[src/rtl/button_action_auto_repeat_core_defines.svh]
// Assertion macros for the RTL file that carries checks (bar_back).
`ifndef BUTTON_ACTION_AUTO_REPEAT_CORE_DEFINES_SVH
`define BUTTON_ACTION_AUTO_REPEAT_CORE_DEFINES_SVH

`ifndef SYNTHESIS
`define BAR_ASSERT_IMP(lbl, ante, cons) \
    lbl: assert property (@(posedge i_clk) disable iff (!i_rst_n) (ante) |-> (cons)) \
        else $error("assertion failed");
`define BAR_ASSERT_NXT(lbl, ante, cons) \
    lbl: assert property (@(posedge i_clk) disable iff (!i_rst_n) (ante) |=> (cons)) \
        else $error("assertion failed");
`else
`define BAR_ASSERT_IMP(lbl, ante, cons)
`define BAR_ASSERT_NXT(lbl, ante, cons)
`endif

`endif

[src/rtl/bar_pkg.sv]
package bar_pkg;

    localparam logic [2:0] ACT_NONE  = 3'd0;
    localparam logic [2:0] ACT_UP    = 3'd1;
    localparam logic [2:0] ACT_DOWN  = 3'd2;
    localparam logic [2:0] ACT_LEFT  = 3'd3;
    localparam logic [2:0] ACT_RIGHT = 3'd4;
    localparam logic [2:0] ACT_ENTER = 3'd5;
    localparam logic [2:0] ACT_BACK  = 3'd6;

    localparam int BTN_UP    = 0;
    localparam int BTN_DOWN  = 1;
    localparam int BTN_LEFT  = 2;
    localparam int BTN_RIGHT = 3;
    localparam int BTN_ENTER = 4;
    localparam int BTN_BACK  = 5;

    localparam logic CFG_DELAY = 1'b0;
    localparam logic CFG_RATE  = 1'b1;

    localparam logic [15:0] DELAY_RESET = 16'd400;
    localparam logic [15:0] RATE_RESET  = 16'd100;

    // Both queues hold two words; pointers are one bit and wrap by overflow.
    localparam logic [1:0] Q_FULL_CNT = 2'd2;

    typedef struct packed {
        logic        key;
        logic [2:0]  act;
        logic [31:0] now;
    } t_cmd;

    typedef struct packed {
        logic valid;
        t_cmd cmd;
    } t_fb;

endpackage

[src/rtl/button_action_auto_repeat_core.sv]
// Button action decoder with typematic auto-repeat. Each poll sample word (six button
// levels and a millisecond time stamp) is pushed into a two-word input queue while
// full is low, and exactly one action word per sample comes out of a two-word result
// queue in the same order. One sample is taken every clock cycle while full is low (an
// unpopped result queue backs up and raises it); the decision stage updates its state
// (last action and time base) as each word is taken and writes each result word on.
// The configuration port is always ready; registers should be written only while idle.
module button_action_auto_repeat_core import bar_pkg::*; (
    input  logic        i_clk,
    input  logic        i_rst_n,
    input  logic        push,
    output logic        full,
    input  logic [5:0]  i_pressed,
    input  logic [31:0] i_now_ms,
    output logic        empty,
    input  logic        pop,
    output logic [2:0]  o_action,
    input  logic        i_cfg_valid,
    output logic        o_cfg_ready,
    input  logic        i_cfg_index,
    input  logic [15:0] i_cfg_data
);

    logic [15:0] r_delay;
    logic [15:0] r_rate;
    t_fb         w_fb;
    logic        w_fb_ready;

    assign o_cfg_ready = 1'b1;

    always_ff @(posedge i_clk) begin
        if (!i_rst_n) begin
            r_delay <= DELAY_RESET;
            r_rate  <= RATE_RESET;
        end else if (i_cfg_valid && o_cfg_ready) begin
            unique case (i_cfg_index)
                CFG_DELAY: r_delay <= i_cfg_data;
                CFG_RATE:  r_rate  <= i_cfg_data;
                default:   r_rate  <= r_rate;
            endcase
        end
    end

    bar_front u_front (
        .i_clk      (i_clk),
        .i_rst_n    (i_rst_n),
        .push       (push),
        .full       (full),
        .i_pressed  (i_pressed),
        .i_now_ms   (i_now_ms),
        .o_fb       (w_fb),
        .i_fb_ready (w_fb_ready)
    );

    bar_back u_back (
        .i_clk      (i_clk),
        .i_rst_n    (i_rst_n),
        .i_fb       (w_fb),
        .o_fb_ready (w_fb_ready),
        .i_delay    (r_delay),
        .i_rate     (r_rate),
        .empty      (empty),
        .pop        (pop),
        .o_action   (o_action)
    );

endmodule

[src/rtl/bar_front.sv]
module bar_front import bar_pkg::*; (
    input  logic       i_clk,
    input  logic       i_rst_n,
    input  logic       push,
    output logic       full,
    input  logic [5:0] i_pressed,
    input  logic [31:0] i_now_ms,
    output t_fb        o_fb,
    input  logic       i_fb_ready
);

    t_cmd       r_mem [2];
    logic       r_wr_ptr;
    logic       n_wr_ptr;
    logic       r_rd_ptr;
    logic       n_rd_ptr;
    logic [1:0] r_cnt;
    logic [1:0] n_cnt;
    logic       w_push;
    logic       w_pop;
    t_cmd       w_cmd;

    function automatic logic [2:0] pick_dir(input logic [5:0] p);
        logic [2:0] d;
        d = ACT_NONE;
        if (p[BTN_LEFT] != p[BTN_RIGHT]) begin
            d = p[BTN_LEFT] ? ACT_LEFT : ACT_RIGHT;
        end else if (p[BTN_UP] != p[BTN_DOWN]) begin
            d = p[BTN_UP] ? ACT_UP : ACT_DOWN;
        end
        return d;
    endfunction

    always_comb begin
        w_cmd.now = i_now_ms;
        w_cmd.key = i_pressed[BTN_ENTER] | i_pressed[BTN_BACK];
        if (i_pressed[BTN_ENTER]) begin
            w_cmd.act = ACT_ENTER;
        end else if (i_pressed[BTN_BACK]) begin
            w_cmd.act = ACT_BACK;
        end else begin
            w_cmd.act = pick_dir(i_pressed);
        end
    end

    assign full       = (r_cnt == Q_FULL_CNT);
    assign w_push     = push && !full;
    assign o_fb.valid = (r_cnt != 2'd0);
    assign o_fb.cmd   = r_mem[r_rd_ptr];
    assign w_pop      = o_fb.valid && i_fb_ready;

    always_comb begin
        n_wr_ptr = w_push ? ~r_wr_ptr : r_wr_ptr;
        n_rd_ptr = w_pop ? ~r_rd_ptr : r_rd_ptr;
        n_cnt    = r_cnt + {1'b0, w_push} - {1'b0, w_pop};
    end

    always_ff @(posedge i_clk) begin
        if (!i_rst_n) begin
            r_wr_ptr <= 1'b0;
            r_rd_ptr <= 1'b0;
            r_cnt    <= 2'd0;
        end else begin
            r_wr_ptr <= n_wr_ptr;
            r_rd_ptr <= n_rd_ptr;
            r_cnt    <= n_cnt;
        end
    end

    always_ff @(posedge i_clk) begin
        if (w_push) begin
            r_mem[r_wr_ptr] <= w_cmd;
        end
    end

endmodule

[src/rtl/bar_back.sv]
`include "button_action_auto_repeat_core_defines.svh"

module bar_back import bar_pkg::*; (
    input  logic        i_clk,
    input  logic        i_rst_n,
    input  t_fb         i_fb,
    output logic        o_fb_ready,
    input  logic [15:0] i_delay,
    input  logic [15:0] i_rate,
    output logic        empty,
    input  logic        pop,
    output logic [2:0]  o_action
);

    logic [2:0]  r_last;
    logic [2:0]  n_last;
    logic [31:0] r_time;
    logic [31:0] n_time;
    logic [2:0]  w_res;
    logic [31:0] w_elapsed;
    logic        w_take;
    logic        w_pop;
    logic [2:0]  r_mem [2];
    logic        r_wr_ptr;
    logic        r_rd_ptr;
    logic [1:0]  r_cnt;
    logic [1:0]  n_cnt;

    assign o_fb_ready = (r_cnt != Q_FULL_CNT);
    assign w_take     = i_fb.valid && o_fb_ready;
    assign empty      = (r_cnt == 2'd0);
    assign w_pop      = pop && !empty;
    assign o_action   = r_mem[r_rd_ptr];
    assign w_elapsed  = i_fb.cmd.now - r_time;

    always_comb begin
        n_last = r_last;
        n_time = r_time;
        w_res  = ACT_NONE;
        if (i_fb.cmd.key) begin
            if (i_fb.cmd.act != r_last) begin
                n_last = i_fb.cmd.act;
                w_res  = i_fb.cmd.act;
            end
        end else if (i_fb.cmd.act != r_last) begin
            if (w_elapsed >= {17'd0, i_rate[15:1]}) begin
                n_last = i_fb.cmd.act;
                n_time = i_fb.cmd.now;
                w_res  = i_fb.cmd.act;
            end
        end else if (i_fb.cmd.act != ACT_NONE) begin
            if (w_elapsed >= {16'd0, i_delay}) begin
                n_time = i_fb.cmd.now - {16'd0, i_delay} + {16'd0, i_rate};
                w_res  = i_fb.cmd.act;
            end
        end
        n_cnt = r_cnt + {1'b0, w_take} - {1'b0, w_pop};
    end

    always_ff @(posedge i_clk) begin
        if (!i_rst_n) begin
            r_last   <= ACT_NONE;
            r_time   <= 32'd0;
            r_wr_ptr <= 1'b0;
            r_rd_ptr <= 1'b0;
            r_cnt    <= 2'd0;
        end else begin
            if (w_take) begin
                r_last   <= n_last;
                r_time   <= n_time;
                r_wr_ptr <= ~r_wr_ptr;
            end
            if (w_pop) begin
                r_rd_ptr <= ~r_rd_ptr;
            end
            r_cnt <= n_cnt;
        end
    end

    always_ff @(posedge i_clk) begin
        if (w_take) begin
            r_mem[r_wr_ptr] <= w_res;
        end
    end

    `BAR_ASSERT_NXT(a_key_latched, w_take && i_fb.cmd.key, r_last == $past(i_fb.cmd.act))
    `BAR_ASSERT_NXT(a_word_counted, w_take && !w_pop, r_cnt == $past(r_cnt) + 2'd1)
    `BAR_ASSERT_NXT(a_idle_holds_state, !w_take, $stable(r_last) && $stable(r_time))

endmodule
[config.mk]
export PLATFORM = sky130hd
export DESIGN_NAME = button_action_auto_repeat_core
export DESIGN_NICKNAME = d
export VERILOG_FILES = /design/src/rtl/bar_pkg.sv /design/src/rtl/button_action_auto_repeat_core.sv /design/src/rtl/bar_front.sv /design/src/rtl/bar_back.sv
export VERILOG_INCLUDE_DIRS = /design/src /design/src/rtl
export SDC_FILE = /design/constraint.sdc
export NUM_CORES = 1
export LEC_CHECK = 0
export ABC_AREA = 0
export BUFFER_PORTS_ARGS = -buffer_cell sky130_fd_sc_hd__clkbuf_2
export CAP_MARGIN = 20
export CORE_MARGIN = 2
export CORE_UTILIZATION = 40
export DETAILED_ROUTE_END_ITERATION = 8
export SLEW_MARGIN = 15
export SYNTH_ARGS = -nofsm -noshare
export SYNTH_HDL_FRONTEND = slang
export SYNTH_SLANG_ARGS = --single-unit
[constraint.sdc]
create_clock -name i_clk -period 5.4 [get_ports i_clk]
set_clock_uncertainty 0.05 [all_clocks]
set_input_delay 0.27 -clock i_clk [delete_from_list [all_inputs] [get_ports i_clk]]
set_output_delay 0.27 -clock i_clk [all_outputs]
set_load 0.01 [all_outputs]
# Word level (Yosys, flattened, before mapping)
# Memories as Yosys holds them, arrays and structs flattened. A register that Yosys moved wholly into a read port is not among the register bits.
# Index checks and enable logic that the tools add are counted.
op_classes:
  add_sub_neg: 7
  mul: 0
  div_mod_pow: 0
  magnitude_cmp: 2
  n_eq_ne: 6
  shifts: 0
  n_mux: 28
  bitwise: 7
  n_reduce_logical: 15
ops:
  columns: ["cell", "count"]
  rows:
  - ["2-to-1 mux 32 bit", 4]
  - ["2-to-1 mux 3 bit", 15]
  - ["adder 32 x 16 -> 32 bit", 1]
  - [">= comparator 32 x 15 -> 1 bit", 1]
  - [">= comparator 32 x 16 -> 1 bit", 1]
  - ["subtractor 32 x 16 -> 32 bit", 1]
  - ["subtractor 32 bit", 1]
  - ["2-to-1 mux 1 bit", 8]
  - ["nonzero test 2 bit", 4]
  - ["inverter 1 bit", 6]
  - ["AND reduction 5 bit", 1]
  - ["adder 2 x 1 -> 2 bit", 2]
  - ["!= test 2 bit, second input constant", 2]
  - ["AND reduction 2 bit", 2]
  - ["subtractor 2 x 1 -> 2 bit", 2]
  - ["logical AND 1 bit", 3]
  - ["!= test 3 bit", 1]
  - ["AND reduction 3 bit", 1]
  - ["nonzero test 3 bit", 1]
  - ["== test 2 bit, second input constant", 1]
  - ["zero test 1 bit", 2]
  - ["zero test 2 bit", 1]
  - ["2-to-1 mux 2 bit", 1]
  - ["!= test 1 bit", 2]
  - ["bitwise OR 1 bit", 1]
totals:
  ff_bits: 75
  latch_bits: 0
  ramBits: 78
  romBits: 0
  word_cells: 77
  memories: 2
mem_list:
  columns: ["name", "words", "width", "rd", "rd_ports_with_merged_regs", "wr", "line_no", "rtl"]
  rows:
  - ["u_front.r_mem", 2, 36, 1, 1, 1, "bar_front.sv:12", "t_cmd r_mem [2];"]
  - ["u_back.r_mem", 2, 3, 1, 1, 1, "bar_back.sv:23", "logic [2:0] r_mem [2];"]

# Depth between registers and ports, before layout
# Gate-level depths: netlist (run 1).
logic_depth:
  ltp_word: 6
  mapped_depth: 25

# Cells and area by module
# From an unflattened synthesis (run 1), not the netlist that was laid out.
unflattened:
  cells_unflattened: 1231
  hier_area_um2: 11522.3
by_module_without_submodules:
  columns: ["module", "n_inst", "cells_per_inst", "area_each_um2", "seq_area_each_um2"]
  rows:
  - ["bar_back", 1, 948, 7203.2, 980.9]
  - ["bar_front", 1, 150, 3056.7, 2262.2]
  - ["button_action_auto_repeat_core", 1, 133, 1262.5, 640.6]

# Least setup slack after synthesis (run 1)
# Ideal clock, no wire load.
synth_path:
  kind: "register to register"
  startpoint: "register (tool-made name)"
  endpoint: "register u_back.r_time[8]"
  arrival_ns: 5.281
  required_ns: 5.264
  setup_slack_ns: -0.016
  stages_incl_launch_ff: 26
  path_buffers: 5
  period_less_slack_ns: 5.416
  path_cell_list: "dfxtp_1 clkbuf_1 buf_1 clkbuf_1 mux2i_1 ha_1 fa_1 nand2b_1 a21oi_1 o211ai_1 nand2_1 a31oi_1 o21bai_1 a21oi_1 xnor2_1 ha_1 and3_1 a221o_1 a41o_1 a21oi_1 a32o_1 and2_1 buf_2 buf_2 a211oi_1 a211oi_1"
synth_rtl:
  columns: ["element", "line_no", "rtl"]
  rows:
  - ["end signal, assigned", "bar_back.sv:70", "r_time <= n_time;"]
  - ["end, declared", "bar_back.sv:17", "logic [31:0] r_time;"]

==> results.txt, run 1 <==
Status: completed
Met3 Usage GRT: 3.585%
Initial DRC count: 653
Antenna violations before repair: 0
Combinational power share: 66.9%
Hold path cells: 3
Critical Path AT: 5.06 ns
Sequential share of power: 19.0%
Post-synthesis instance area: 11150 um2
GRT Residual Overflow: 0
Clock Tree Root: clkbuf_16
RSZ-0062 raised after global routing: no
Antenna Nets Post-Route: 0
Die W: 171.0 um
Sw power: 3.917 mW
Clock period minus worst slack: 4.939 ns
Die footprint: 29230 um2
Fmax achieved: 202.5 MHz
Actual slew at the worst max-slew pin: 0.9714 ns
Syn_area_per_cell: 9.090 um2
Final setup viols: 0
Rows: 61
Commonest non-fill, non-tap cell in the layout: inv_1
R2r setup slk: 0.46 ns
WL per Instance: 16.28 um
Clk pwr share: 14.1%
Critical path class: reg2reg
Fin nets: 1501
Peak supply drop: 0.2766 mV
Unique masters post-synth: 79
Critical R2R Capture: u_back.r_mem[0][1]$_DFFE_PP_
Chip height: 171.0 um
Post-synth net total: 1405
Most frequent cells in the layout: inv_1 (147), nand2_1 (133), a21oi_1 (104)
Port buffer count: 64
Hold crit path type: in2reg
CTS clock-pin slew for the worst setup and hold paths: 0.06 ns
Sw frac: 46.84%
Post-DR vias/cell: 5.305
Clk_lat worst skew: 0.44 ns
CP Capture Type: flop
First-pass detailed-route iteration total: 5
GR Util met2: 30.42%
Worst-path maximum fanout: 15
Post-synthesis sequential area ratio: 34.82%
Initial Utilization: 40.37%
GRT Overall Usage: 19.86%
Worst r2r path cells: 21
Area of the core: 27630 um2
Vias in the first global route: 8746
Layout cells sized above 1: 12.50%
Longest Clk Path Bufs: 2
Top_reg_cell synth: edfxtp_1
Antenna diode count: 0
Min-Delay Endpoint: r_rate[9]$_SDFFE_PN0P_
Crit share post-route: 91.47%
CTS tree: built
Largest net degree at the start of global routing: 47
Max-cap violation count: 0
Syn. warnings: 0
Placed cell area: 11890 um2
Residual DRC: 0
End-of-flow core utilization: 46.47%
Number of buffers created by CTS: 17
First-pass GRT wire length: 45510 um
CTS HTree Levels: 4
Post-synth EDFFs: 78
Total Wirelength: 27900 um
CP required: 5.52 ns
Post-synthesis cell count: 1227
Power Total: 8.363 mW
Sum Neg Setup Slack: 0 ns
DR vias: 9092
Final Hold Vio Count: 0
Met1 GRT Util: 28.80%
Hpwl dp: 21430 um
Fin. max-slew vios: 0
Synth-to-Final Area Change: 15.11%
P_int: 4.446 mW
Post-synth ARST share: 0%
Clk sink count: 155
I/O pins: 66
Finished layout cell area: 12840 um2
Busiest grt layer: met2
Pwr/cell area: 651.4 nW/um2
Min-delay src: i_cfg_data[9]
Worst Setup Start Kind: flop
Relative slew margins: 35.08%
Leak Pwr: 5.205 nW
GPL Wtd Cong: 0.8812
Synthesized flop and latch total: 155
timing repair:
action,4_1_cts,5_1_grt
hold buffers,37,0
hold endpoints to repair,72,0
setup buffers,0,0
setup endpoints to repair,0,37
gates resized for setup,0,1
kinds of logic (layout without fill, tap and decap cells):
| group | after synthesis | count (layout) | share of synthesized area, % |
|---|---|---|---|
| xor gates and xnor gates | 51 | 51 | 4.072 |
| adders and majority gates | 118 | 118 | 14.38 |
| buffers and inverters | 191 | 300 | 6.966 |
| DFF | 155 | 155 | 34.82 |
| AOI/OAI and AO/OA | 347 | 347 | 21.75 |
| and+or+nand+nor | 309 | 309 | 12.83 |
| other | 1 | 1 | 0.03362 |
| muxes | 55 | 55 | 5.138 |
synthesized netlist by cell type, types with 5 or more instances:
master | number | area, um2
o2111ai_1 | 6 | 52.55
o31ai_1 | 5 | 37.54
nand2_1 | 133 | 499.2
mux2i_1 | 37 | 370.4
o21bai_1 | 8 | 60.06
clkbuf_1 | 28 | 105.1
edfxtp_1 | 78 | 2342
nor2_1 | 68 | 255.2
ha_1 | 101 | 1264
a211oi_2 | 15 | 187.7
o21ai_0 | 46 | 230.2
inv_1 | 147 | 551.8
a31oi_1 | 11 | 68.82
nor3_1 | 11 | 55.05
and2_1 | 10 | 62.56
nor2b_1 | 9 | 56.30
a21o_1 | 21 | 157.7
xor2_1 | 21 | 183.9
o211ai_1 | 23 | 172.7
nand2b_1 | 20 | 125.1
mux2_2 | 18 | 202.7
dfxtp_1 | 77 | 1541
a21oi_1 | 104 | 520.5
a211o_1 | 5 | 43.79
nand3_1 | 18 | 90.09
or3_1 | 6 | 37.54
and3_1 | 9 | 56.30
fa_1 | 17 | 340.3
o21a_1 | 9 | 67.56
buf_2 | 5 | 25.02
a211oi_1 | 40 | 300.3
nand4_1 | 6 | 37.54
xnor2_1 | 29 | 254.0
layer usage:
| layer | vias up | part of all wire (%) |
|---|---|---|
| met5 | - | 0 |
| met4 | 0 | 1.2 |
| met3 | 30 | 4.8 |
| met2 | 197 | 43 |
| met1 | 4280 | 51 |
| li1 | 4585 | - |
critical path, stage by stage (launching register included):
cell      delay (ns)
dfxtp_4         0.49
mux2i_1         0.16
ha_1            0.23
fa_1            0.41
nand2b_1        0.19
a21oi_1         0.31
o211ai_1        0.17
nand2_1         0.12
a31oi_1         0.12
o21bai_1        0.14
a21oi_1         0.09
xnor2_1         0.21
ha_1            0.27
and3_1          0.18
a221o_1         0.32
a41o_1          0.21
a21oi_1         0.16
a32o_1          0.20
nand2_1         0.14
o31ai_1         0.27
buf_4           0.18
nor2_1          0.05
metrics by stage:
step | std cells | setup slack [ns] | hold WS (ns)
2_1_floorplan | 1227 | 0.1958 | 0.3189
3_3_place_gp | 1645 | 0.4606 | 0.3928
3_5_place_dp | 1645 | 0.4037 | 0.3999
4_1_cts | 1714 | 0.3781 | 0.0007008
5_1_grt | 1714 | 0.03120 | 0.009912
6_report | 1714 | 0.4607 | 0.02256
registers in the layout (all words and copies together), names as in the netlist, 2 cells and up, named ones only:
register	count
u_back.r_mem	6
r_rate	16
r_delay	16
u_back.r_cnt	2
u_back.r_time	32
u_front.r_mem	72
u_front.r_cnt	2
u_back.r_last	3
worst max-delay path by stage:
stage	startpoint	to	slack, ns	cells past startpoint
floorplan	flop	u_back.r_time[8]$_SDFFE_PN0P_	0.20	25
global placement	flop	u_back.r_mem[0][2]$_DFFE_PP_	0.46	21
detailed placement	flop	u_back.r_mem[0][1]$_DFFE_PP_	0.40	21
CTS	flop	u_back.r_time[20]$_SDFFE_PN0P_	0.38	21
global route	flop	u_back.r_time[2]$_SDFFE_PN0P_	0.03	21
finish	flop	u_back.r_mem[0][1]$_DFFE_PP_	0.46	21
cell type report:
type,instances,area [um2]
fill,2678,14790
multi-input combinational,881,6505
sequential,155,3887
timing repair buffer,120,845.8
inverter,148,555.5
tap,378,473.0
clock buffer,18,429.2
clock inverter,14,142.6
power groups by stage:
| stage | Sequential (mW) | Clock, mW | Combinational (mW) |
|---|---|---|---|
| global placement | 1.61 | 0 | 5.44 |
| floorplan | 1.57 | 0 | 4.25 |
| CTS | 1.59 | 1.22 | 5.55 |
| global route | 1.61 | 1.26 | 6.25 |
| detailed placement | 1.61 | 0 | 5.49 |
| finish | 1.59 | 1.18 | 5.59 |
No activity file was read; power rests on OpenSTA's default activity.
==> run 2: changes to the inputs <==
Settings changed: CORE_ASPECT_RATIO from default to 1.25, CORE_MARGIN 2 to default, SLEW_MARGIN 15 to 0.
==> run 2 against run 1 <==
Hold slack lost 0.0057 ns. Largest power group unchanged. Clock power about the same. Power rose by 1.0%. Die area fell by 2.3%. Sequential share of layout area up 0.062 points. Highest routed layer unchanged. Maximum frequency shrank 1.8%. Non-clock buffer count fell by 3.
==> results.txt, run 2 (synthesized netlist as in run 1, its figures left out) <==
Worst Setup Start Kind: flop
Pwr/cell area: 659.6 nW/um2 (+1.3%)
Vias in the first global route: 8930 (+2.1%)
Commonest non-fill, non-tap cell in the layout: inv_1
Critical path class: reg2reg
Rows: 68 (+11%)
CTS tree: built
Actual slew at the worst max-slew pin: 0.9896 ns (+0.01821 ns)
Port buffer count: 64 (unchanged)
Min-delay src: i_cfg_data[6]
Area of the core: 27480 um2 (-0.53%)
First-pass detailed-route iteration total: 7 (+2)
Antenna diode count: 0 (unchanged)
Largest register FFs: 72 (unchanged)
Relative slew margins: 33.86% (-1.2 points)
Max-cap violation count: 0 (unchanged)
Sum Neg Setup Slack: 0 ns (unchanged)
Filler instances: 2610 (-2.5%)
Synth-to-Final Area Change: 14.88%
I/O pins: 66 (unchanged)
Antenna Nets Post-Route: 0 (unchanged)
DR vias: 9218 (+1.4%)
Most frequent cells in the layout: inv_1 (147), nand2_1 (133), a21oi_1 (104)
Peak supply drop: 0.3181 mV (+15%)
RSZ-0062 raised after global routing: no
Leak Pwr: 5.190 nW (-0.30%)
CP required: 5.70 ns (+0.18 ns)
CTS clock-pin slew for the worst setup and hold paths: 0.06 ns (about the same)
Chip height: 188.7 um (+10%)
Number of buffers created by CTS: 17 (unchanged)
Clock Tree Root: clkbuf_16
Total Wirelength: 28730 um (+3.0%)
Final setup viols: 0 (unchanged)
Critical Path AT: 5.33 ns (+0.27 ns)
First-pass GRT wire length: 46250 um (+1.6%)
Largest net degree at the start of global routing: 48 (+2.1%)
Final Hold Vio Count: 0 (unchanged)
GRT Residual Overflow: 0 (unchanged)
Fin nets: 1498 (-0.20%)
Clk sink count: 155 (unchanged)
Hold crit path type: in2reg
Regs by FF count: u_front.r_mem (72), u_back.r_time (32)
Layout cells sized above 1: 12.69% (+0.19 points)
Post-DR vias/cell: 5.480 (+3.3%)
Largest Register: u_front.r_mem
Die W: 151.4 um (-11%)
CP Capture Type: flop
Longest Clk Path Bufs: 2 (unchanged)
Fin Hold WS: 0.01685 ns (-0.005712 ns)
WL per Instance: 17.08 um (+4.9%)
Initial Utilization: 40.58% (+0.22 points)
Status: completed
GPL Wtd Cong: 0.8998 (+2.1%)
Fmax achieved: 198.8 MHz (-1.8%)
Crit share post-route: 93.15% (+1.7 points)
CTS HTree Levels: 4 (unchanged)
Clk_lat worst skew: 0.44 ns (about the same)
Antenna violations before repair: 0 (unchanged)
Power Total: 8.451 mW (+1.0%)
Fin. max-slew vios: 0 (unchanged)
Residual DRC: 0 (unchanged)
Initial DRC count: 664 (+1.7%)
Worst-path maximum fanout: 26 (+11)
Clock period minus worst slack: 5.030 ns (+0.09060 ns)
Die footprint: 28560 um2 (-2.3%)
Hpwl dp: 21920 um (+2.3%)
R2r setup slk: 0.37 ns (-0.09 ns)
GRT Overall Usage: 21.07% (+1.2 points)
run 2: cell types whose count changed in the layout (fill, tap and decap cells not counted), sizes merged:
cell / before / now
inv: 153 / 150
clkinvlp: 1 / 3
dlygate4sd3: 37 / 35
buf: 19 / 18
run 2: final timing paths:
| kind | cells past startpoint | endpoint |
|---|---|---|
| min reg2reg | 2 | u_back.r_time[26]$_SDFFE_PN0P_ |
| min | 3 | r_delay[6]$_SDFFE_PN0P_ |
| max reg2reg | 16 | u_back.r_time[20]$_SDFFE_PN0P_ |
| max | 16 | u_back.r_time[20]$_SDFFE_PN0P_ |
run 2: critical path, stage by stage, from the launching register on:
cell,delay [ns]
dfxtp_4,0.50
mux2_2,0.43
ha_1,0.35
a21oi_1,0.35
or4b_1,0.49
o21ai_0,0.33
xnor2_1,0.22
ha_1,0.30
and3_1,0.20
a221o_1,0.32
a41o_1,0.22
a21oi_1,0.14
a32o_1,0.18
and2_1,0.14
buf_4,0.32
a211oi_1,0.17
a211oi_2,0.24
run 2: layer usage:
layer / vias up / GRT usage [%] / wire (um)
li1: 4581 / - / -
met1: 4345 / 28.22 / 13370
met2: 239 / 33.35 / 13250
met3: 53 / 3.172 / 1165
met4: 0 / 9.115 / 941
met5: - / 0 / 0
run 2: final cells by class:
| class | count | area [um2] | share of cell area [%] |
|---|---|---|---|
| Multi-Input combinational cell | 881 | 6515 | 50.85 |
| Clock inverter | 13 | 143.9 | 1.123 |
| Timing Repair Buffer | 117 | 843.3 | 6.582 |
| Clock buffer | 18 | 429.2 | 3.350 |
| Tap cell | 350 | 437.9 | 3.418 |
| Inverter | 148 | 555.5 | 4.336 |
| Sequential cell | 155 | 3887 | 30.34 |
run 2: what timing repair did:
| action | CTS | global route |
|---|---|---|
| hold buffers | 35 | 0 |
| gates resized for setup | 0 | 3 |
| setup endpoints to repair | 0 | 35 |
| buffers inserted | 0 | 0 |
| hold endpoints to repair | 68 | 0 |
run 2: power breakdown:
part / switching, mW / internal [mW]
clock: 0.498 / 0.680
combinational: 3.39 / 2.29
sequential: 0.107 / 1.49
total: 3.99 / 4.46
run 2: through the flow:
step	worst slack [ns]	area [um2]	util [%]	instances
after detailed placement	0.2730	11880	43.22	1616
after global routing	0.03781	12810	46.62	1682
final	0.3701	12810	46.62	1682
after floorplan	0.1958	11150	-	1227
after CTS	0.2133	12800	46.58	1682
after global placement	0.2245	11860	43.15	1615
==> run 3: changes to the inputs <==
Clock period 5.4 ns to 4.9 ns, I/O delays scaled along.
==> run 3 against run 2 <==
Clock power grew 15%. Via count increased by 1.7%. Flip-flop and latch count did not move. Final area up 4.1%. The run now ends with design-rule violations left. Final cell count rose by 2.4%.
==> results.txt, run 3 (synthesized netlist as in run 1, its figures left out) <==
CTS clock-pin slew for the worst setup and hold paths: 0.08 ns (+0.02 ns)
Final Hold Vio Count: 0 (unchanged)
Hold path cells: 3 (unchanged)
Fmax achieved: 215.9 MHz (+8.6%)
Finished layout cell area: 13340 um2 (+4.1%)
Sw frac: 47.59% (+0.37 points)
GRT Overall Usage: 22.14% (+1.1 points)
Pwr/cell area: 736.2 nW/um2 (+12%)
Fin nets: 1537 (+2.6%)
Peak supply drop: 0.4853 mV (+53%)
Critical Path AT: 4.87 ns (-0.46 ns)
Crit share post-route: 94.50% (+1.4 points)
CTS tree: built
Clk sink count: 155 (unchanged)
Post-DR vias/cell: 5.443 (-0.69%)
Die W: 151.4 um (unchanged)
Largest net degree at the start of global routing: 37 (-23%)
Min-Delay Endpoint: r_delay[13]$_SDFFE_PN0P_
Port buffer count: 64 (unchanged)
Relative slew margins: 24.54% (-9.3 points)
First-pass GRT wire length: 48220 um (+4.3%)
DR vias: 9372 (+1.7%)
Worst-path maximum fanout: 14 (-46%)
Final setup viols: 0 (unchanged)
Largest register FFs: 72 (unchanged)
Hold crit path type: in2reg
Min-delay src: i_cfg_data[13]
Sw power: 4.675 mW (+17%)
Regs by FF count: u_front.r_mem (72), u_back.r_time (32)
Antenna violations before repair: 1 (+1)
Initial DRC count: 576 (-13%)
Sequential share of power: 17.7% (-1.2 points)
Synth-to-Final Area Change: 19.63%
Worst r2r path cells: 21 (+5)
Placed cell area: 12070 um2 (+1.6%)
Clk_lat worst skew: 0.45 ns (about the same)
Combinational power share: 68.4% (+1.2 points)
Initial Utilization: 40.58% (unchanged)
I/O pins: 66 (unchanged)
First-pass detailed-route iteration total: 7 (unchanged)
Leak Pwr: 5.438 nW (+4.8%)
P_int: 5.148 mW (+15%)
Die footprint: 28560 um2 (unchanged)
Number of buffers created by CTS: 17 (unchanged)
GPL Wtd Cong: 0.9480 (+5.4%)
Chip height: 188.7 um (unchanged)
WL per Instance: 17.80 um (+4.2%)
End-of-flow core utilization: 48.55% (+1.9 points)
Rows: 68 (unchanged)
CTS HTree Levels: 4 (unchanged)
Commonest non-fill, non-tap cell in the layout: inv_1
GRT Residual Overflow: 0 (unchanged)
Clock period minus worst slack: 4.631 ns (-0.3992 ns)
Critical path class: reg2reg
Power Total: 9.823 mW (+16%)
CP Capture Type: flop
Largest Register: u_front.r_mem
Clock Tree Root: clkbuf_16
Antenna Nets Post-Route: 0 (unchanged)
R2r setup slk: 0.27 ns (-0.10 ns)
Most frequent cells in the layout: inv_1 (147), nand2_1 (132), ha_1 (99)
Hpwl dp: 22910 um (+4.5%)
Worst Setup Start Kind: flop
Actual slew at the worst max-slew pin: 1.129 ns (+0.1396 ns)
Residual DRC: 1 (+1)
Total Wirelength: 30640 um (+6.7%)
Failing checks: design-rule violations
Max-cap violation count: 0 (unchanged)
Layout cells sized above 1: 15.60% (+2.9 points)
Vias in the first global route: 9222 (+3.3%)
Longest Clk Path Bufs: 2 (unchanged)
Area of the core: 27480 um2 (unchanged)
Fin. max-slew vios: 0 (unchanged)
CP required: 5.14 ns (-0.56 ns)
Clk pwr share: 13.9% (about the same)
Filler instances: 2603 (-0.27%)
Status: finished, violations left
Antenna diode count: 0 (unchanged)
Critical R2R Capture: u_back.r_time[4]$_SDFFE_PN0P_
-- run 3: changes by cell type in the layout (fill, tap and decap cells not counted), sizes merged --
cell | before | now
buf | 18 | 43
dlygate4sd3 | 35 | 47
inv | 150 | 155
bufinv | 2 | 0
clkinvlp | 3 | 1
clkbuf | 82 | 83
clkinv | 6 | 7
-- run 3: layout make-up --
cell class	count	area [um2]	area share [%]
clock inverter	15	190.2	1.425
tap	350	437.9	3.282
multi-input combinational	881	6616	49.59
clock buffer	17	425.4	3.188
timing repair buffer	156	1230	9.218
inverter	148	555.5	4.164
sequential	155	3887	29.14
-- run 3: worst max path at each step --
stage	start	to	cells past startpoint
floorplan	flop	u_back.r_time[8]$_SDFFE_PN0P_	25
global placement	flop	u_back.r_mem[0][2]$_DFFE_PP_	19
detailed placement	flop	u_back.r_mem[1][2]$_DFFE_PP_	21
CTS	flop	u_back.r_mem[0][2]$_DFFE_PP_	21
global route	flop	u_back.r_time[1]$_SDFFE_PN0P_	23
finish	flop	u_back.r_time[4]$_SDFFE_PN0P_	21
-- run 3: stage by stage --
step	setup WS, ns	hold slack, ns	instances	TNS [ns]
6_report	0.2693	0.01320	1722	0
2_1_floorplan	0.07281	0.2939	1227	0
3_3_place_gp	0.2516	0.3850	1639	0
3_5_place_dp	0.1463	0.3876	1640	0
5_1_grt	-0.05644	0.005323	1722	-0.6877
4_1_cts	0.09739	0.002053	1719	0
-- run 3: critical path, stage by stage (launching register included) --
cell	delay (ns)
dfxtp_4	0.38
buf_6	0.16
mux2i_1	0.23
buf_4	0.15
inv_1	0.04
ha_1	0.42
nand2_1	0.16
nor4_1	0.27
o21ai_1	0.15
nand2_1	0.14
xor2_1	0.25
ha_1	0.29
and3_1	0.16
a221o_1	0.32
a41o_1	0.23
a21oi_2	0.14
a32o_2	0.16
nand2_1	0.13
o21ai_4	0.19
buf_12	0.15
clkbuf_16	0.19
a211oi_1	0.08
-- run 3: per-layer routing --
layer  global-route usage [%]  share of wire [%]  routed length (um)
met3                    3.462                3.1                 946
met4                    9.462                3.3                1019
met5                        0                  0                   0
met2                    38.13                 50               15320
met1                    26.94                 44               13360
-- run 3: repair_timing --
item	4_1_cts	5_1_grt
setup buffers	0	1
endpoints found under the hold margin	92	0
setup endpoints to repair	0	38
resized for setup	0	25
hold buffers	47	0
-- run 3: power groups by stage --
stage	Clock [mW]	Sequential (mW)	Combinational [mW]
final	1.36	1.74	6.72
after global routing	1.44	1.76	7.43
after CTS	1.39	1.73	6.48
after detailed placement	0	1.76	6.40
after global placement	0	1.76	6.34
after floorplan	0	1.73	4.69
